--- src/sv/hts_pkg.sv ---
package hts_pkg;

  typedef logic [7:0] byte_t;
  typedef logic [2:0] ent_t;
  typedef logic [2:0] len_t;

  localparam int MAX_BURST = 5;
  localparam int WIN_LEN   = 6;

  localparam byte_t CH_LT    = 8'h3c;
  localparam byte_t CH_GT    = 8'h3e;
  localparam byte_t CH_AMP   = 8'h26;
  localparam byte_t CH_SEMI  = 8'h3b;
  localparam byte_t CH_N     = 8'h6e;
  localparam byte_t CH_B     = 8'h62;
  localparam byte_t CH_S     = 8'h73;
  localparam byte_t CH_P     = 8'h70;
  localparam byte_t CH_L     = 8'h6c;
  localparam byte_t CH_T     = 8'h74;
  localparam byte_t CH_SLASH = 8'h2f;
  localparam byte_t CH_H     = 8'h68;
  localparam byte_t CH_E     = 8'h65;
  localparam byte_t CH_A     = 8'h61;
  localparam byte_t CH_D     = 8'h64;

  // "</head>", index 0 holds the first byte
  localparam byte_t [WIN_LEN:0] HEAD_MARK =
    {CH_GT, CH_D, CH_A, CH_E, CH_H, CH_SLASH, CH_LT};

  // entity match progress
  localparam ent_t ENT_NONE = 3'd0;
  localparam ent_t ENT_AMP  = 3'd1;
  localparam ent_t ENT_N    = 3'd2;
  localparam ent_t ENT_NB   = 3'd3;
  localparam ent_t ENT_NBS  = 3'd4;
  localparam ent_t ENT_NBSP = 3'd5;
  localparam ent_t ENT_L    = 3'd6;
  localparam ent_t ENT_LT   = 3'd7;

  typedef struct packed {
    logic body;
    logic tag;
    ent_t ent;
  } flags_t;

  typedef struct packed {
    byte_t [MAX_BURST-1:0] chars;
    len_t                  len;
    logic                  char_valid;
    logic                  eot;
  } burst_t;

  // number of letters held by a pending entity match
  function automatic len_t ent_len(input ent_t p);
    len_t n;
    case (p)
      ENT_N:    n = 3'd1;
      ENT_NB:   n = 3'd2;
      ENT_NBS:  n = 3'd3;
      ENT_NBSP: n = 3'd4;
      ENT_L:    n = 3'd1;
      ENT_LT:   n = 3'd2;
      default:  n = 3'd0;
    endcase
    return n;
  endfunction

  function automatic byte_t ent_letter(input ent_t p, input logic [1:0] i);
    byte_t ch;
    if (p == ENT_L || p == ENT_LT) begin
      ch = (i == 2'd0) ? CH_L : CH_T;
    end else begin
      case (i)
        2'd0:    ch = CH_N;
        2'd1:    ch = CH_B;
        2'd2:    ch = CH_S;
        default: ch = CH_P;
      endcase
    end
    return ch;
  endfunction

endpackage

--- src/sv/hts_if.sv ---
interface hts_in_if;
  logic       valid;
  logic       ready;
  logic [7:0] in_char;
  logic       last_char;

  modport source(output valid, output in_char, output last_char, input ready);
  modport sink(input valid, input in_char, input last_char, output ready);
endinterface

interface hts_out_if;
  logic       valid;
  logic       ready;
  logic [7:0] out_char;
  logic       char_valid;
  logic       end_of_text;

  modport source(output valid, output out_char, output char_valid, output end_of_text,
                 input ready);
  modport sink(input valid, input out_char, input char_valid, input end_of_text,
               output ready);
endinterface

--- src/sv/hts_step.sv ---
module hts_step import hts_pkg::*; #(
  parameter int OUTPUT_CAP = 4096,
  localparam int CNT_W = $clog2(OUTPUT_CAP + 1)
) (
  input  byte_t                 in_char,
  input  logic                  last_char,
  input  flags_t                flags_r,
  input  byte_t [WIN_LEN-1:0]   win_r,
  input  logic [CNT_W-1:0]      cnt_r,
  output flags_t                flags_nxt,
  output byte_t [WIN_LEN-1:0]   win_nxt,
  output logic [CNT_W-1:0]      cnt_nxt,
  output burst_t                burst
);

  localparam int CW = CNT_W + 3;

  logic                  active;
  logic [CW-1:0]         rem;
  logic                  hit;
  logic                  adv_ok;
  ent_t                  adv_next;
  logic                  ent_fail;
  logic                  emit_c;
  flags_t                flags_upd;
  byte_t [WIN_LEN-1:0]   win_upd;
  ent_t                  fp;
  len_t                  flen;
  len_t                  n_raw;
  len_t                  n_out;
  byte_t [MAX_BURST-1:0] slots;
  logic [CNT_W-1:0]      cnt_upd;

  assign rem    = CW'(OUTPUT_CAP) - CW'(cnt_r);
  assign active = CW'(cnt_r) < CW'(OUTPUT_CAP);
  assign hit    = (win_r == HEAD_MARK[WIN_LEN-1:0]) && (in_char == HEAD_MARK[WIN_LEN]);

  always_comb begin
    adv_ok   = 1'b0;
    adv_next = ENT_NONE;
    case (flags_r.ent)
      ENT_AMP: begin
        if (in_char == CH_N) begin
          adv_ok = 1'b1; adv_next = ENT_N;
        end else if (in_char == CH_L) begin
          adv_ok = 1'b1; adv_next = ENT_L;
        end
      end
      ENT_N:    if (in_char == CH_B) begin adv_ok = 1'b1; adv_next = ENT_NB; end
      ENT_NB:   if (in_char == CH_S) begin adv_ok = 1'b1; adv_next = ENT_NBS; end
      ENT_NBS:  if (in_char == CH_P) begin adv_ok = 1'b1; adv_next = ENT_NBSP; end
      ENT_NBSP: if (in_char == CH_SEMI) begin adv_ok = 1'b1; adv_next = ENT_NONE; end
      ENT_L:    if (in_char == CH_T) begin adv_ok = 1'b1; adv_next = ENT_LT; end
      ENT_LT:   if (in_char == CH_SEMI) begin adv_ok = 1'b1; adv_next = ENT_NONE; end
      default: begin
        adv_ok   = 1'b0;
        adv_next = ENT_NONE;
      end
    endcase
  end

  always_comb begin
    flags_upd = flags_r;
    win_upd   = win_r;
    ent_fail  = 1'b0;
    emit_c    = 1'b0;
    if (active) begin
      if (!flags_r.body) begin
        win_upd = {in_char, win_r[WIN_LEN-1:1]};
        if (hit) flags_upd.body = 1'b1;
      end else if (flags_r.ent != ENT_NONE && adv_ok) begin
        flags_upd.ent = adv_next;
      end else begin
        ent_fail      = (flags_r.ent != ENT_NONE);
        flags_upd.ent = ENT_NONE;
        if (in_char == CH_LT) begin
          flags_upd.tag = 1'b1;
        end else if (in_char == CH_GT) begin
          flags_upd.tag = 1'b0;
        end else if (in_char == CH_AMP) begin
          if (!flags_r.tag) flags_upd.ent = ENT_AMP;
        end else if (!flags_r.tag) begin
          emit_c = 1'b1;
        end
      end
    end
  end

  // a failed match releases its letters before the byte; at the end of the
  // document a match still pending releases its letters too
  always_comb begin
    if (!active) fp = ENT_NONE;
    else if (ent_fail) fp = flags_r.ent;
    else if (last_char) fp = flags_upd.ent;
    else fp = ENT_NONE;
  end

  assign flen  = ent_len(fp);
  assign n_raw = flen + len_t'(emit_c);
  assign n_out = (CW'(n_raw) > rem) ? rem[2:0] : n_raw;

  always_comb begin
    for (int j = 0; j < MAX_BURST; j++) begin
      if (3'(j) < flen) slots[j] = ent_letter(fp, 2'(j));
      else if (3'(j) == flen && emit_c) slots[j] = in_char;
      else slots[j] = '0;
    end
  end

  assign cnt_upd = CNT_W'(CW'(cnt_r) + CW'(n_out));

  assign flags_nxt = last_char ? '0 : flags_upd;
  assign win_nxt   = last_char ? '0 : win_upd;
  assign cnt_nxt   = last_char ? '0 : cnt_upd;

  assign burst.chars      = (n_out == 3'd0) ? '0 : slots;
  assign burst.len        = (last_char && n_out == 3'd0) ? 3'd1 : n_out;
  assign burst.char_valid = (n_out != 3'd0);
  assign burst.eot        = last_char;

endmodule

--- src/sv/html_tag_stripper_core.sv ---
// html tag stripper: turns the bytes of an html document into its plain text.
// in_if carries one document byte per request, last_char set on the final one.
// out_if carries text bytes; end_of_text marks the final result of a document,
// and a document end that releases no byte gives one result with char_valid 0.
// everything up to and including the first "</head>" is dropped, then markup
// and the entities "&nbsp;" and "&lt;" are removed; after OUTPUT_CAP bytes of
// text the rest of the document is ignored except for its end marker.
// a result appears on out_if in the cycle after its byte is taken.
// throughput: one byte per cycle while the receiver is ready and each byte gives
// at most one result; a byte that releases the letters of a broken entity gives
// up to five results and holds the input while the register drains one a cycle.
// a new byte is taken while the last pending result is being delivered.
// if the receiver stalls, the current result holds and the input stalls while
// any result is waiting in the result register.
// reset clears the parser state and empties the result register; after the last byte
// of a document the parser is back in its reset state for the next one.
module html_tag_stripper_core import hts_pkg::*; #(
  parameter int OUTPUT_CAP = 4096
) (
  input logic       clk,
  input logic       rst_n,
  hts_in_if.sink    in_if,
  hts_out_if.source out_if
);

  localparam int CNT_W = $clog2(OUTPUT_CAP + 1);

  flags_t                flags_r, flags_nxt;
  byte_t [WIN_LEN-1:0]   win_r, win_nxt;
  logic [CNT_W-1:0]      cnt_r, cnt_nxt;
  burst_t                burst;
  byte_t [MAX_BURST-1:0] chars_r;
  len_t                  left_r;
  logic                  cv_r;
  logic                  eot_r;
  logic                  in_ready;
  logic                  accept;
  logic                  pop;

  hts_step #(
    .OUTPUT_CAP(OUTPUT_CAP)
  ) u_step (
    .in_char   (in_if.in_char),
    .last_char (in_if.last_char),
    .flags_r   (flags_r),
    .win_r     (win_r),
    .cnt_r     (cnt_r),
    .flags_nxt (flags_nxt),
    .win_nxt   (win_nxt),
    .cnt_nxt   (cnt_nxt),
    .burst     (burst)
  );

  assign in_ready = (left_r == 3'd0) || (left_r == 3'd1 && out_if.ready);
  assign accept   = in_if.valid && in_ready;
  assign pop      = out_if.valid && out_if.ready;

  always_ff @(posedge clk) begin
    if (!rst_n) begin
      flags_r <= '0;
      win_r   <= '0;
      cnt_r   <= '0;
      left_r  <= 3'd0;
    end else begin
      if (accept) begin
        flags_r <= flags_nxt;
        win_r   <= win_nxt;
        cnt_r   <= cnt_nxt;
        left_r  <= burst.len;
      end else if (pop) begin
        left_r <= left_r - 3'd1;
      end
    end
  end

  always_ff @(posedge clk) begin
    if (accept) begin
      chars_r <= burst.chars;
      cv_r    <= burst.char_valid;
      eot_r   <= burst.eot;
    end else if (pop) begin
      chars_r <= {8'h00, chars_r[MAX_BURST-1:1]};
    end
  end

  assign in_if.ready        = in_ready;
  assign out_if.valid       = (left_r != 3'd0);
  assign out_if.out_char    = chars_r[0];
  assign out_if.char_valid  = cv_r;
  assign out_if.end_of_text = eot_r && (left_r == 3'd1);

endmodule

--- src/flat_wrapper.sv ---
// flat-port wrapper written by rule: the top's interface ports become plain ports
module html_tag_stripper_core_flat import hts_pkg::*;
#(
  parameter int OUTPUT_CAP = 4096
)
  (clk, rst_n, in_if_valid, in_if_in_char, in_if_last_char, in_if_ready, out_if_valid, out_if_out_char, out_if_char_valid, out_if_end_of_text, out_if_ready);
  hts_in_if in_if_i ();
  hts_out_if out_if_i ();
  input logic clk;
  input logic rst_n;
  input wire logic [$bits(in_if_i.valid)-1:0] in_if_valid;
  input wire logic [$bits(in_if_i.in_char)-1:0] in_if_in_char;
  input wire logic [$bits(in_if_i.last_char)-1:0] in_if_last_char;
  output wire logic [$bits(in_if_i.ready)-1:0] in_if_ready;
  output wire logic [$bits(out_if_i.valid)-1:0] out_if_valid;
  output wire logic [$bits(out_if_i.out_char)-1:0] out_if_out_char;
  output wire logic [$bits(out_if_i.char_valid)-1:0] out_if_char_valid;
  output wire logic [$bits(out_if_i.end_of_text)-1:0] out_if_end_of_text;
  input wire logic [$bits(out_if_i.ready)-1:0] out_if_ready;
  assign in_if_i.valid = in_if_valid;
  assign in_if_i.in_char = in_if_in_char;
  assign in_if_i.last_char = in_if_last_char;
  assign in_if_ready = in_if_i.ready;
  assign out_if_valid = out_if_i.valid;
  assign out_if_out_char = out_if_i.out_char;
  assign out_if_char_valid = out_if_i.char_valid;
  assign out_if_end_of_text = out_if_i.end_of_text;
  assign out_if_i.ready = out_if_ready;
  html_tag_stripper_core #(.OUTPUT_CAP(OUTPUT_CAP)) u_core (.clk(clk), .rst_n(rst_n), .in_if(in_if_i), .out_if(out_if_i));
endmodule
--- config.mk ---
export PLATFORM = sky130hd
export DESIGN_NAME = html_tag_stripper_core_flat
export DESIGN_NICKNAME = d
export VERILOG_FILES = /design/src/sv/hts_pkg.sv /design/src/sv/hts_if.sv /design/src/sv/hts_step.sv /design/src/sv/html_tag_stripper_core.sv /design/src/flat_wrapper.sv
export SDC_FILE = /design/constraint.sdc
export NUM_CORES = 1
export LEC_CHECK = 0
export BUFFER_PORTS_ARGS = -buffer_cell sky130_fd_sc_hd__buf_2
export CAP_MARGIN = 20
export CORE_MARGIN = 5
export CORE_UTILIZATION = 27
export CTS_CLUSTER_DIAMETER = 50
export DETAILED_ROUTE_END_ITERATION = 10
export MAX_ROUTING_LAYER = met4
export SLEW_MARGIN = 40
export SYNTH_ARGS = -nofsm -noshare
export SYNTH_HDL_FRONTEND = slang
export SYNTH_SLANG_ARGS = --single-unit
--- constraint.sdc ---
create_clock -name clk -period 12.6 [get_ports clk]
set_input_delay 0.63 -clock clk [delete_from_list [all_inputs] [get_ports clk]]
set_output_delay 0.63 -clock clk [all_outputs]
set_load 0.03 [all_outputs]
# == Word-level counts from Yosys, hierarchy flattened ==
# Index checks and enable logic that the tools add are counted.
# totals
reg_bits,111
latchBits,0
mem_bits_rw,0
mem_bits_ro,0
in_bits,13
output_inout_bits,12
elab_cells,157
n_memories,0
# classes
n_addsub,4
mul,0
n_div,0
n_lt_le_gt_ge,7
eq_ne,31
shifts,0
n_mux,67
bitwise,0
n_reduce_logical,30
# ops
operator,count
$mux W48,3
$mux W40,3
$mux W8,10
$eq A48 B47 Y1 const B,1
$eq A8 B7 Y1 const B,6
$mux W3,15
$eq A8 B6 Y1 const B,4
$mux W1,26
$eq A3 B3 Y1 const B,8
$gt A3 B16 Y1,1
$mux W5,3
$pmux W3 S5,1
$sub A13 B13 Y14 const A,1
$add A13 B3 Y13,1
$lt A13 B13 Y1 const B,1
$mux W13,1
$eq A3 B2 Y1 const B,4
$logic_and A1 B1 Y1,12
$pmux W3 S4,1
$reduce_bool A3 Y1,4
$logic_not A3 Y1,3
$eq A2 B3 Y1 const A,2
$eq A3 B1 Y1 const B,2
$lt A1 B3 Y1 const A,2
16 further kinds,24

# == Depth between registers and ports, before layout ==
# Gate-level depths: netlist (run 1).
# depth
ltp_word,21
ltp_mapped,29
ltp_nobuf,26

# == By module ==
# Synthesis (run 1) repeated with hierarchy kept, for this count alone.
# unflattened
hier_cells,888
hier_area_um2,7305.8
# modules_own_cells
mod,instances,cells_per_inst,area_per_inst_um2,seq_area_each_um2
html_tag_stripper_core,1,436,4722.0,2642.5
hts_step,1,452,2583.7,0.0

# == Least setup slack after synthesis (run 1) ==
# No wires, ideal clock.
# synth_timing
kind,input -> register
start,in in_if_in_char[3]
end,reg u_core.cnt_r[12]
setup_time_ns,0.114
arrival_time_ns,5.954
t_required_ns,12.486
path_slack_ns,6.531
cell_stages,29
path_buffers,3
cell_sequence,buf_2 > or4b_1 > nor4_2 > a211oi_1 > and3_1 > a211o_1 > buf_4 > nand2_1 > nor2_1 > ha_1 > ha_1 > xnor2_1 > inv_1 > ha_1 > a32oi_1 > o211ai_1 > or4_4 > buf_2 > mux2i_1 > ha_1 > inv_1 > fa_1 > nor2b_1 > o21ai_0 > nor2_1 > and3_1 > nand3_1 > xor2_1 > nor2_1
# synth_between
elab_chain_len,19
word_cells_on_any_way,58
cone_classes,2 x add/sub; 1 x order compare; 16 x eq/ne; 36 x mux; 3 x reduce/logical
# synth_lines
item,line_no,source
start: declaration,flat_wrapper.sv:12,input wire logic [$bits(in_if_i.in_char)-1:0] in_if_in_char;
$eq A8 B7 Y1,hts_step.sv:45,end else if (in_char == CH_L) begin
$mux W1,hts_step.sv:45,
$mux W1,hts_step.sv:43,if (in_char == CH_N) begin
$pmux W1 S6,hts_step.sv:41,case (flags_r.ent)
$logic_and A1 B1 Y1,hts_step.sv:71,end else if (flags_r.ent != ENT_NONE && adv_ok) begin
$mux W3,hts_step.sv:71,
$mux W4,hts_step.sv:68,if (!flags_r.body) begin
$mux W5,hts_step.sv:67,if (active) begin
[... 3 more ...],--,
$eq A3 B3 Y1 / $eq A3 B2 Y1 (equally long branches),hts_pkg.sv:56,case (p)
$reduce_or A2 Y1 (no line),--,
$pmux W3 S4,hts_pkg.sv:56,
$add A3 B1 Y3 *,hts_step.sv:99,assign n_raw = flen + len_t'(emit_c);
$gt A3 B16 Y1,hts_step.sv:100,assign n_out = (CW'(n_raw) > rem) ? rem[2:0] : n_raw;
$mux W3 *,hts_step.sv:100,
$add A13 B3 Y13 *,hts_step.sv:110,assign cnt_upd = CNT_W'(CW'(cnt_r) + CW'(n_out));
$mux W13 *,hts_step.sv:114,assign cnt_nxt = last_char ? '0 : cnt_upd;
end signal: assignment,html_tag_stripper_core.sv:68,cnt_r <= cnt_nxt;
end: declaration,html_tag_stripper_core.sv:30,"logic [CNT_W-1:0] cnt_r, cnt_nxt;"
# Every way passes the cells marked *; elsewhere a longest branch is shown, timed or not. The select of a mux whose other input is x is not followed.
# A chain may end at the register's enable or synchronous reset.

# == Worst setup path after layout (run 1) ==
# layout_timing
start,"reg, netlist name u_core.flags_r[2]"
end,reg u_core.cnt_r[12]
# layout_between
elab_chain_len,18
word_cells_on_any_way,38
cone_classes,2 x add/sub; 1 x order compare; 13 x eq/ne; 17 x mux; 5 x reduce/logical
# layout_lines
item,line_no,source
$eq A3 B3 Y1,hts_step.sv:41,
$reduce_or A2 Y1 (no line),--,
$pmux W1 S6,hts_step.sv:41,
$logic_and A1 B1 Y1,hts_step.sv:71,
$mux W3,hts_step.sv:71,
$mux W4,hts_step.sv:68,
$mux W5,hts_step.sv:67,
$mux W3,hts_step.sv:94,else if (last_char) fp = flags_upd.ent;
[... 2 more ...],--,
$eq A3 B3 Y1 / $eq A3 B2 Y1 (equally long branches),hts_pkg.sv:56,
$reduce_or A2 Y1 (no line),--,
$pmux W3 S4,hts_pkg.sv:56,
$add A3 B1 Y3 *,hts_step.sv:99,
$gt A3 B16 Y1,hts_step.sv:100,
$mux W3 *,hts_step.sv:100,
$add A13 B3 Y13 *,hts_step.sv:110,
$mux W13 *,hts_step.sv:114,
# Marked as above.

==> parameters.txt, run 1 <==
Parameter                              Value

Power and ir drop
  Areal power density over the cells    161 nW/µm²
  Static leakage    2.20 nW
  Worst VDD drop    0.0639 mV

Clocking
  Skew-Pair Late Insertion Delay    0.37 ns
  Buffer type at the clock tree root    sky130_fd_sc_hd__clkbuf_16
  H-Tree Depth    3
  Max Buffers Root-to-Sink    2
  Clock-pin slew reported for the worst setup and hold paths after clock tree synthesis    0.08 ns
  Clock sink count    111
  Clock tree from TritonCTS    done
  Number of buffers inserted for hold repair after clock tree synthesis    0
  Number of buffers inserted during clock tree synthesis    9
  Number of gates resized after cts    0
  Number of buffers inserted to repair setup after CTS    0

Floorplan
  Top Ports    25
  Initial cell density of the core    0.273
  Chip Height    158 µm
  Floorplan die area    25,000 µm²
  Horizontal die dimension    158 µm
  CORE AREA    21,700 µm²
  Number of rows created at floorplan    54

Global routing
  First-pass GRT wire length    23.5 mm
  Vias in the first global route    4,529
  Number of antenna violations at the first check in global routing    0
  Maximum number of pins on one net before global-route repair    53
  Remaining global-route overflow    0
  Overall track demand over capacity in global routing    0.118

Worst setup path
  Source of the critical timing path    u_core.flags_r[2]$_SDFFE_PN0P_
  Required time of the critical path    12.85 ns
  Worst setup SP type    flip-flop
  Data arrival time of the worst path    6.85 ns
  Category of the worst setup path capture point    flip-flop
  Crit Path Max Fanout    13
  Maximum single-stage delay on the critical path    0.59 ns
  Startpoint of the worst register-to-register path    u_core.flags_r[2]$_SDFFE_PN0P_
  Classification of the worst setup path    reg -> reg
  Critical Path Slowest Stage Cell    sky130_fd_sc_hd__or4_4

STA
  Post-route fraction of the period consumed by the critical path    0.524
  Endpoints failing hold    0
  Shortest clock period the worst path allows after layout    6.60 ns
  Endpoints failing setup    0
  Setup repair after global routing missed its margin    no
  Worst slew slack as a fraction of its limit    0.497
  Worst clock skew    0.0107 ns
  Total negative setup slack    0 ns
  Final Slew Violations    0
  Achievable Freq    0.151 GHz
  Worst slack on hold paths    0.524 ns
  Slew at the pin closest to its max-slew limit    0.754 ns

Synth
  Post-synthesis compound-gate area fraction    0.187
  Count of mapped cells out of synthesis    637
  Yosys top cell by area    sky130_fd_sc_hd__dfxtp_1
  Register bit total from synthesis    111
  Avg Cell Area, Syn    9.29 µm²
  Adder-cell share of the synthesized area    0.0309
  Async S/R FF share, synth    0
  Fraction of the yosys area taken by sequential cells    0.446
  Main combinational cell family by area after synthesis    simple AND/OR/NAND/NOR gates
  Unique masters post-synth    69
  Number of warnings reported in the yosys synthesis log    0
  Share of synthesized area spent on multiplexers    0.0140
  Post-synthesis share of cell area spent on xor and xnor gates    0.0207
  Count of flip-flops with a built-in enable after synthesis    42
  Most used standard cells in the synthesized netlist    69 x sky130_fd_sc_hd__dfxtp_1, 58 x sky130_fd_sc_hd__nor2b_1, 51 x sky130_fd_sc_hd__nand2_1, 50 x sky130_fd_sc_hd__a22oi_1, 49 x sky130_fd_sc_hd__nor2_1
  Area fraction in and, or, nand and nor cells after synthesis    0.247
  Syn Std Cell Area    5920 µm²
  Top-count cell post-synth    sky130_fd_sc_hd__dfxtp_1
  Post-Syn Nets    664
  Share of the synthesized area in the top cell type    0.233
  Cell types occupying the most area after synthesis    sky130_fd_sc_hd__dfxtp_1 23%, sky130_fd_sc_hd__edfxtp_1 21%, sky130_fd_sc_hd__a22oi_1 6.3%, sky130_fd_sc_hd__nor2b_1 6.1%, sky130_fd_sc_hd__nand2_1 3.2%
  Flip-flop cell with the highest count after synthesis    sky130_fd_sc_hd__dfxtp_1

Placed design
  Number of port buffers    24
  Placed inst area    6250 µm²
  Final HPWL from detailed placement    9.49 mm
  Routability congestion estimate from global placement    0.915

Detailed routing
  Number of vias after detailed routing    4,658
  DRC violation count after routing    0
  Remaining antenna violation count    0
  Routed vias/inst    5.11
  First-pass detailed-route iteration total    5
  Final WL    13.9 mm
  Wire per inst    15.3 µm
  DRT iter0 DRCs    382

Final layout
  Nets@finish    654
  Antenna diode instance count    0
  Final instance area    6580 µm²
  Share of layout cells above drive strength 1    0.111
  Area growth from synthesis to final layout    11.2%

Status
  Run status    complete, no violations

Run
  Max Cap Viol    0

Worst hold path
  Path category of the worst min-delay check    reg -> reg
  Min-delay src    u_core.win_r[1]$_SDFFE_PN0P_
-- cell type report --
class / instances / area, µm²
Sequential cell: 111 / 2640
Multi-Input combinational cell: 456 / 3010
Inverter: 18 / 67.6
Clock buffer: 9 / 225
Fill cell: 2223 / 15100
Timing Repair Buffer: 31 / 193
Clock inverter: 7 / 95.1
Tap cell: 280 / 350
-- power breakdown --
part	switching (mW)	leakage, nW	internal, mW	total, mW
clock	0.147	0.157	0.161	0.308
sequential	0.0206	0.983	0.463	0.484
combinational	0.189	1.06	0.0783	0.267
-- worst max-delay path: cells and delay by family (launching register included) --
family / cells / cell delay [ns]
simple gates: 12 / 2.97
flops: 1 / 0.42
buf+inv: 2 / 0.13
xor+xnor: 2 / 0.42
mux: 1 / 0.23
fa+ha+maj: 5 / 1.36
compound gates: 4 / 0.94
-- metal layers --
metal  global-route usage  wire, µm
met1                0.162      6860
met2                0.177      6370
met3               0.0260       525
met4               0.0297       184
met5                    -         0
-- flip-flops by register name, indices dropped and copies added (netlist names) --
name and cells:
u_core.flags_r 5, u_core.chars_r 32, u_core.out_if.out_char 8, u_core.win_r 48, u_core.cnt_r 13, u_core.out_if.char_valid 1, u_core.left_r 3, u_core.eot_r 1
-- stage by stage --
| step | power [mW] | util | cells | setup slack, ns |
|---|---|---|---|---|
| floorplan | 0.700 | - | 637 | 6.53 |
| global placement | 0.757 | 0.286 | 894 | 5.70 |
| detailed placement | 0.762 | 0.288 | 896 | 5.75 |
| CTS | 1.07 | 0.303 | 912 | 6.04 |
| global route | 1.12 | 0.304 | 912 | 5.42 |
| finish | 1.06 | 0.304 | 912 | 6.00 |
-- logic make-up (layout without fill, tap and decap cells) --
group / after synthesis / count (layout)
buffers and inverters: 70 / 65
adders and majority gates: 14 / 14
and+or+nand+nor: 266 / 266
AOI/OAI and AO/OA: 154 / 154
DFF: 111 / 111
xor gates and xnor gates: 14 / 14
muxes: 8 / 8
-- layout by cell type (no fill, tap or decap), types with 8 or more instances in the layout --
cell / Yosys / layout
sky130_fd_sc_hd__nand3_1: 19 / 19
sky130_fd_sc_hd__a22oi_1: 50 / 50
sky130_fd_sc_hd__inv_1: 17 / 17
sky130_fd_sc_hd__a21oi_1: 21 / 21
sky130_fd_sc_hd__o21ai_0: 22 / 21
sky130_fd_sc_hd__o31ai_1: 13 / 13
sky130_fd_sc_hd__dfxtp_1: 69 / 69
sky130_fd_sc_hd__ha_1: 13 / 13
sky130_fd_sc_hd__clkbuf_16: 0 / 9
sky130_fd_sc_hd__nand2b_1: 10 / 10
sky130_fd_sc_hd__nor2_1: 49 / 49
sky130_fd_sc_hd__edfxtp_1: 42 / 42
sky130_fd_sc_hd__nand2_1: 51 / 50
sky130_fd_sc_hd__nor2b_1: 58 / 58
sky130_fd_sc_hd__nor4_1: 11 / 8
sky130_fd_sc_hd__nand4_1: 9 / 9
sky130_fd_sc_hd__buf_2: 7 / 24
sky130_fd_sc_hd__nor3_1: 12 / 12
-- final timing paths --
path / endpoint / slack, ns / cells past startpoint
worst max-delay path: u_core.cnt_r[12]$_SDFFE_PN0P_ / 6.00 / 26
worst max register to register: u_core.cnt_r[12]$_SDFFE_PN0P_ / 6.00 / 26
worst min-delay path: u_core.win_r[1]$_SDFFE_PN0P_ / 0.52 / 2
worst min register to register: u_core.win_r[1]$_SDFFE_PN0P_ / 0.52 / 2
(Power assumes the default switching activity.)
==> run 2, diff against run 1 <==
clock period = 5.3 ns   (was 12.6 ns; I/O delays follow)
==> run 2 against run 1 <==
Effect of this change:
- routed wire length is 6.7% higher
- clock power is 130% higher
- sequential power increased by 140%
- cell count is 5.5% higher
- largest power group unchanged
==> parameters.txt, run 2 (synthesis gave the netlist of run 1 again) <==
Parameter                              Value

STA
  Worst clock skew    0.0119 ns
  Shortest clock period the worst path allows after layout    5.08 ns
  Post-route fraction of the period consumed by the critical path    0.958
  Final Slew Violations    0
  Worst slew slack as a fraction of its limit    0.497
  Setup repair after global routing missed its margin    yes
  Slew at the pin closest to its max-slew limit    0.755 ns
  Endpoints failing setup    0
  Endpoints failing hold    0
  Achievable Freq    0.197 GHz

Floorplan
  Top Ports    25
  Chip Height    158 µm
  Horizontal die dimension    158 µm
  Floorplan die area    25,000 µm²
  CORE AREA    21,700 µm²
  Initial cell density of the core    0.273
  Number of rows created at floorplan    54

Power and ir drop
  Int Pwr    1.66 mW
  Part of the total power dissipated in combinational logic    0.268
  Static leakage    2.46 nW
  Areal power density over the cells    348 nW/µm²
  Worst VDD drop    0.185 mV
  Clock Power Share    0.276
  Sw Share    0.341
  Power spent charging and discharging nets    859 µW
  Seq pwr share    0.456

Clocking
  Clock sink count    111
  Clock-pin slew reported for the worst setup and hold paths after clock tree synthesis    0.08 ns
  Number of buffers inserted for hold repair after clock tree synthesis    0
  Max Buffers Root-to-Sink    2
  Clock tree from TritonCTS    done
  H-Tree Depth    3
  Number of buffers inserted during clock tree synthesis    9
  Buffer type at the clock tree root    sky130_fd_sc_hd__clkbuf_16
  Skew-Pair Late Insertion Delay    0.36 ns

Detailed routing
  Routed vias/inst    5.04
  Remaining antenna violation count    0
  DRC violation count after routing    0
  First-pass detailed-route iteration total    6
  DRT iter0 DRCs    353
  Wire per inst    15.5 µm
  Number of vias after detailed routing    4,847
  Final WL    14.9 mm

Global routing
  Number of antenna violations at the first check in global routing    0
  Layer with the highest usage after global routing    met2
  Maximum number of pins on one net before global-route repair    60
  Vias in the first global route    4,591
  Overall track demand over capacity in global routing    0.121
  M2 GR Usage    0.190
  Grt met3 use    0.0246
  Fraction of met1 tracks used by global routing    0.161
  Remaining global-route overflow    0
  First-pass GRT wire length    23.9 mm

Final layout
  Commonest non-fill, non-tap cell in the layout    sky130_fd_sc_hd__dfxtp_1
  Final standard cell count with taps included and fillers excluded    962
  Filler cell count in the final layout    2,228
  Multi-input gate area    3240 µm²
  Share of layout cells above drive strength 1    0.233
  Area growth from synthesis to final layout    22.0%
  Nets@finish    704
  Area taken by flip-flops and latches    2650 µm²
  Biggest register    u_core.win_r
  Max reg flops    48
  Registers with the most flip-flops    u_core.win_r: 48 flops, u_core.chars_r: 32 flops, u_core.cnt_r: 13 flops
  Antenna diode instance count    0
  Commonest non-fill, non-tap cells in the layout    66 x sky130_fd_sc_hd__dfxtp_1, 57 x sky130_fd_sc_hd__nor2b_1, 54 x sky130_fd_sc_hd__buf_4
  Post-route core utilization    0.333

Worst hold path
  Path category of the worst min-delay check    in -> reg

Worst setup path
  Classification of the worst setup path    reg -> reg
  Category of the worst setup path capture point    flip-flop
  Crit Path Max Fanout    4
  Worst setup SP type    flip-flop
  Required time of the critical path    5.54 ns
  Data arrival time of the worst path    5.31 ns

Status
  Run status    complete, no violations

Run
  Max Cap Viol    0

Placed design
  Routability congestion estimate from global placement    0.860
  Number of port buffers    24
  Final HPWL from detailed placement    10.2 mm
  Placed insts    938
==> run 2: cell types whose count changed in the layout (fill, tap and decap cells not counted), moves of 3 or more <==
cell / before / now
sky130_fd_sc_hd__nand3_2: 0 / 3
sky130_fd_sc_hd__ha_1: 13 / 9
sky130_fd_sc_hd__buf_4: 6 / 54
sky130_fd_sc_hd__dfxtp_1: 69 / 66
sky130_fd_sc_hd__nor2_1: 49 / 46
sky130_fd_sc_hd__nor2_2: 1 / 4
sky130_fd_sc_hd__dfxtp_4: 0 / 3
sky130_fd_sc_hd__nand3_1: 19 / 16
sky130_fd_sc_hd__mux2i_4: 0 / 3
==> run 2: power groups by stage <==
stage | clock network [mW] | registers, mW | logic [mW]
6_report | 0.694 | 1.15 | 0.675
5_1_grt | 0.752 | 1.16 | 0.741
4_1_cts | 0.713 | 1.15 | 0.682
3_5_place_dp | 0 | 1.17 | 0.681
3_3_place_gp | 0 | 1.16 | 0.634
2_1_floorplan | 0 | 1.16 | 0.507
==> run 2: metal layers <==
metal / vias up / part of all wire
met5: - / 0
met4: 0 / 0.015
met3: 17 / 0.045
met2: 109 / 0.46
met1: 2309 / 0.48
li1: 2412 / -
==> run 2: worst paths after layout <==
kind | startpoint | to | slack (ns) | cells past startpoint
worst max-delay path | u_core.flags_r[1]$_SDFFE_PN0P_ | u_core.cnt_r[10]$_SDFFE_PN0P_ | 0.22 | 26
worst min register to register | u_core.chars_r[26]$_DFFE_PP_ | u_core.chars_r[18]$_DFFE_PP_ | 0.53 | 2
worst min-delay path | in_if_in_char[5] | u_core.win_r[45]$_SDFFE_PN0P_ | 0.31 | 3
worst max register to register | u_core.flags_r[1]$_SDFFE_PN0P_ | u_core.cnt_r[10]$_SDFFE_PN0P_ | 0.22 | 26
==> run 2: worst max-delay path, cell delays in order, from the launching register on <==
cell and delay, ns:
sky130_fd_sc_hd__dfxtp_4 0.37, sky130_fd_sc_hd__or4_4 0.53, sky130_fd_sc_hd__o22ai_4 0.17, sky130_fd_sc_hd__nand2_2 0.11
sky130_fd_sc_hd__and3_4 0.19, sky130_fd_sc_hd__a211o_4 0.30, sky130_fd_sc_hd__nand2_8 0.07, sky130_fd_sc_hd__nor2_2 0.04
sky130_fd_sc_hd__ha_2 0.18, sky130_fd_sc_hd__ha_4 0.16, sky130_fd_sc_hd__xnor2_2 0.16, sky130_fd_sc_hd__inv_1 0.09
sky130_fd_sc_hd__ha_4 0.22, sky130_fd_sc_hd__a32oi_1 0.18, sky130_fd_sc_hd__o211ai_1 0.11, sky130_fd_sc_hd__or4_4 0.53
sky130_fd_sc_hd__mux2i_4 0.19, sky130_fd_sc_hd__ha_2 0.21, sky130_fd_sc_hd__inv_2 0.04, sky130_fd_sc_hd__fa_2 0.34
sky130_fd_sc_hd__nor2b_2 0.12, sky130_fd_sc_hd__o21ai_2 0.06, sky130_fd_sc_hd__nor2_2 0.11, sky130_fd_sc_hd__and3_4 0.20
sky130_fd_sc_hd__buf_4 0.11, sky130_fd_sc_hd__xnor2_1 0.10, sky130_fd_sc_hd__nor2_1 0.05
==> run 2: cell type report <==
class | count | area share
Inverter | 18 | 0.00936
Clock inverter | 7 | 0.0113
Sequential cell | 111 | 0.368
Timing Repair Buffer | 81 | 0.0828
Clock buffer | 9 | 0.0312
Tap cell | 280 | 0.0485
Multi-Input combinational cell | 456 | 0.449
==> run 2: what timing repair did <==
| item | CTS | global route |
|---|---|---|
| buffers inserted | 0 | 8 |
| pin swaps | 1 | 16 |
| setup endpoints to repair | 4 | 10 |
| gates resized for setup | 3 | 32 |
==> run 2: per-stage QoR <==
step | cell area [µm²] | setup TNS, ns | setup WS (ns) | hold slack [ns] | power [mW]
2_1_floorplan | 6050 | -0.0408 | -0.0408 | 0.364 | 1.67
3_3_place_gp | 6630 | -0.299 | -0.0851 | 0.498 | 1.80
3_5_place_dp | 6690 | -0.568 | -0.145 | 0.502 | 1.85
4_1_cts | 7010 | 0 | 0.00368 | 0.290 | 2.54
5_1_grt | 7220 | -0.0808 | -0.0376 | 0.361 | 2.65
6_report | 7220 | 0 | 0.222 | 0.311 | 2.51
==> run 3, diff against run 2 <==
CORE_UTILIZATION = 56   (was 27)
PLACE_DENSITY = 0.76   (was default)
==> run 3 against run 2 <==
Effect of this change:
- final area down 6.6%
- setup slack worse by 0.15 ns
- clock skew up 0.0044 ns
- global-route usage up 10 points
- clock-buffer cell count up 2
- sequential share of layout area up 2.5 points
- combinational power down 6.2%
- largest power group unchanged
==> parameters.txt, run 3 (synthesis gave the netlist of run 1 again) <==
Parameter                              Value

Status
  Run status    complete, no violations

Final layout
  Antenna diode instance count    0
  Biggest register    u_core.win_r
  Max reg flops    48
  Nets@finish    691
  Share of layout cells above drive strength 1    0.208
  Commonest non-fill, non-tap cell in the layout    sky130_fd_sc_hd__dfxtp_1
  Final instance area    6750 µm²
  Final standard cell count with taps included and fillers excluded    805
  Registers with the most flip-flops    u_core.win_r: 48 flops, u_core.chars_r: 32 flops, u_core.cnt_r: 13 flops
  Commonest non-fill, non-tap cells in the layout    66 x sky130_fd_sc_hd__dfxtp_1, 58 x sky130_fd_sc_hd__nor2b_1, 50 x sky130_fd_sc_hd__a22oi_1
  Area growth from synthesis to final layout    14.0%

Global routing
  First-pass GRT wire length    23.1 mm
  Overall track demand over capacity in global routing    0.224
  Maximum number of pins on one net before global-route repair    60
  Number of antenna violations at the first check in global routing    0
  Remaining global-route overflow    0
  Vias in the first global route    4,752

Placed design
  Placed inst area    6360 µm²
  Final HPWL from detailed placement    9.39 mm
  Placed insts    781
  Number of port buffers    24
  Routability congestion estimate from global placement    0.962

Floorplan
  Top Ports    25
  Floorplan die area    12,700 µm²
  Chip Height    113 µm
  Number of rows created at floorplan    37
  Initial cell density of the core    0.573
  CORE AREA    10,300 µm²
  Horizontal die dimension    113 µm

Worst setup path
  Classification of the worst setup path    reg -> reg
  Maximum single-stage delay on the critical path    0.55 ns
  CP top delay family    simple AND/OR/NAND/NOR gates
  Crit Path Max Fanout    6
  Worst Reg-to-Reg Cells    26
  Category of the worst setup path capture point    flip-flop
  Worst setup SP type    flip-flop
  Required time of the critical path    5.56 ns
  Data arrival time of the worst path    5.49 ns
  Buffer and inverter count on the worst path    2
  Critical Path Slowest Stage Cell    sky130_fd_sc_hd__or4_4
  Stages on the worst setup path    26

STA
  Final Slew Violations    0
  Worst slew slack as a fraction of its limit    0.479
  Achievable Freq    0.191 GHz
  Slew at the pin closest to its max-slew limit    0.782 ns
  Post-route fraction of the period consumed by the critical path    0.987
  Endpoints failing setup    0
  Setup repair after global routing missed its margin    yes
  Worst clock skew    0.0162 ns
  Endpoints failing hold    0
  Shortest clock period the worst path allows after layout    5.23 ns

Clocking
  Skew-Pair Late Insertion Delay    0.38 ns
  Clock sink count    111
  Buffer type at the clock tree root    sky130_fd_sc_hd__clkbuf_8
  Clock tree from TritonCTS    done
  Max Buffers Root-to-Sink    2
  Number of buffers inserted for hold repair after clock tree synthesis    0
  Number of buffers inserted during clock tree synthesis    9
  H-Tree Depth    3
  Clock-pin slew reported for the worst setup and hold paths after clock tree synthesis    0.11 ns

Power and ir drop
  Worst VDD drop    0.211 mV
  Static leakage    2.32 nW
  Areal power density over the cells    342 nW/µm²

Detailed routing
  DRC violation count after routing    0
  DRT iter0 DRCs    435
  Number of vias after detailed routing    4,977
  Final WL    13.9 mm
  Wire per inst    17.3 µm
  Remaining antenna violation count    0
  Routed vias/inst    6.18
  First-pass detailed-route iteration total    5

Worst hold path
  Hold path cells    3
  Path category of the worst min-delay check    in -> reg

Run
  Max Cap Viol    0
run 3: cell count changes in the layout (fill, tap and decap cells not counted), moves of 3 or more:
cell and change:
sky130_fd_sc_hd__buf_4 -11, sky130_fd_sc_hd__clkbuf_16 -8, sky130_fd_sc_hd__clkbuf_8 +10, sky130_fd_sc_hd__inv_6 -3
run 3: metal layers:
layer | up-vias | track usage | routed length (µm)
li1 | 2380 | - | -
met1 | 2398 | 0.278 | 5930
met2 | 164 | 0.372 | 7050
met3 | 35 | 0.0305 | 587
met4 | 0 | 0.0873 | 360
met5 | - | - | 0
run 3: power by group:
group          internal [mW]  total, mW  switching, mW  leakage [nW]
logic                  0.187      0.633          0.446          1.23
registers               1.10       1.15         0.0514         0.986
clock network          0.221      0.526          0.305         0.109
total                   1.51       2.31          0.802          2.32
run 3: stage by stage:
step / utilization / power [mW] / hold WS [ns] / TNS (ns) / worst slack, ns
CTS: 0.639 / 2.32 / 0.267 / 0 / 0.0140
detailed placement: 0.616 / 1.80 / 0.506 / -0.831 / -0.164
floorplan: - / 1.67 / 0.364 / -0.0408 / -0.0408
global placement: 0.616 / 1.78 / 0.497 / 0 / 0.0259
finish: 0.653 / 2.31 / 0.287 / 0 / 0.0683
global route: 0.653 / 2.44 / 0.298 / -0.724 / -0.144
run 3: timing repair:
item                                    in CTS  in global routing
gates resized for setup                      6                 20
buffers inserted                             1                  7
endpoints found under the setup margin       8                 11
cloned                                       0                  0
pin swaps                                    2                 15
run 3: cell type report:
cell class	count	area [µm²]
Fill cell	842	3580
Clock buffer	11	163
Sequential cell	111	2650
Tap cell	136	170
Clock inverter	5	46.3
Timing Repair Buffer	68	454
Inverter	18	67.6
Multi-Input combinational cell	456	3190
run 3: worst reg2reg max path, stage by stage (launching register included):
cell and delay, ns:
sky130_fd_sc_hd__dfxtp_4 0.38, sky130_fd_sc_hd__or4_4 0.55, sky130_fd_sc_hd__o22ai_4 0.17, sky130_fd_sc_hd__nand2_2 0.11, sky130_fd_sc_hd__and3_4 0.20, sky130_fd_sc_hd__a211o_4 0.34, sky130_fd_sc_hd__nand2_8 0.09, sky130_fd_sc_hd__nor2_4 0.04
sky130_fd_sc_hd__ha_2 0.18, sky130_fd_sc_hd__ha_4 0.17, sky130_fd_sc_hd__xnor2_2 0.19, sky130_fd_sc_hd__inv_2 0.06, sky130_fd_sc_hd__ha_4 0.22, sky130_fd_sc_hd__a32oi_2 0.16, sky130_fd_sc_hd__o211ai_1 0.11, sky130_fd_sc_hd__or4_4 0.52
sky130_fd_sc_hd__mux2i_2 0.22, sky130_fd_sc_hd__ha_2 0.23, sky130_fd_sc_hd__inv_2 0.04, sky130_fd_sc_hd__fa_2 0.33, sky130_fd_sc_hd__nor2b_1 0.13, sky130_fd_sc_hd__o21ai_1 0.08, sky130_fd_sc_hd__nor2_2 0.12, sky130_fd_sc_hd__and3_4 0.20
sky130_fd_sc_hd__nand3_2 0.07, sky130_fd_sc_hd__xor2_1 0.15, sky130_fd_sc_hd__nor2_1 0.06
run 3: worst paths after layout:
| kind | end | start | slack (ns) |
|---|---|---|---|
| worst max-delay path | u_core.cnt_r[12]$_SDFFE_PN0P_ | u_core.flags_r[1]$_SDFFE_PN0P_ | 0.07 |
| worst min-delay path | u_core.win_r[40]$_SDFFE_PN0P_ | in_if_in_char[0] | 0.29 |
| worst max register to register | u_core.cnt_r[12]$_SDFFE_PN0P_ | u_core.flags_r[1]$_SDFFE_PN0P_ | 0.07 |
| worst min register to register | u_core.win_r[4]$_SDFFE_PN0P_ | u_core.win_r[4]$_SDFFE_PN0P_ | 0.54 |
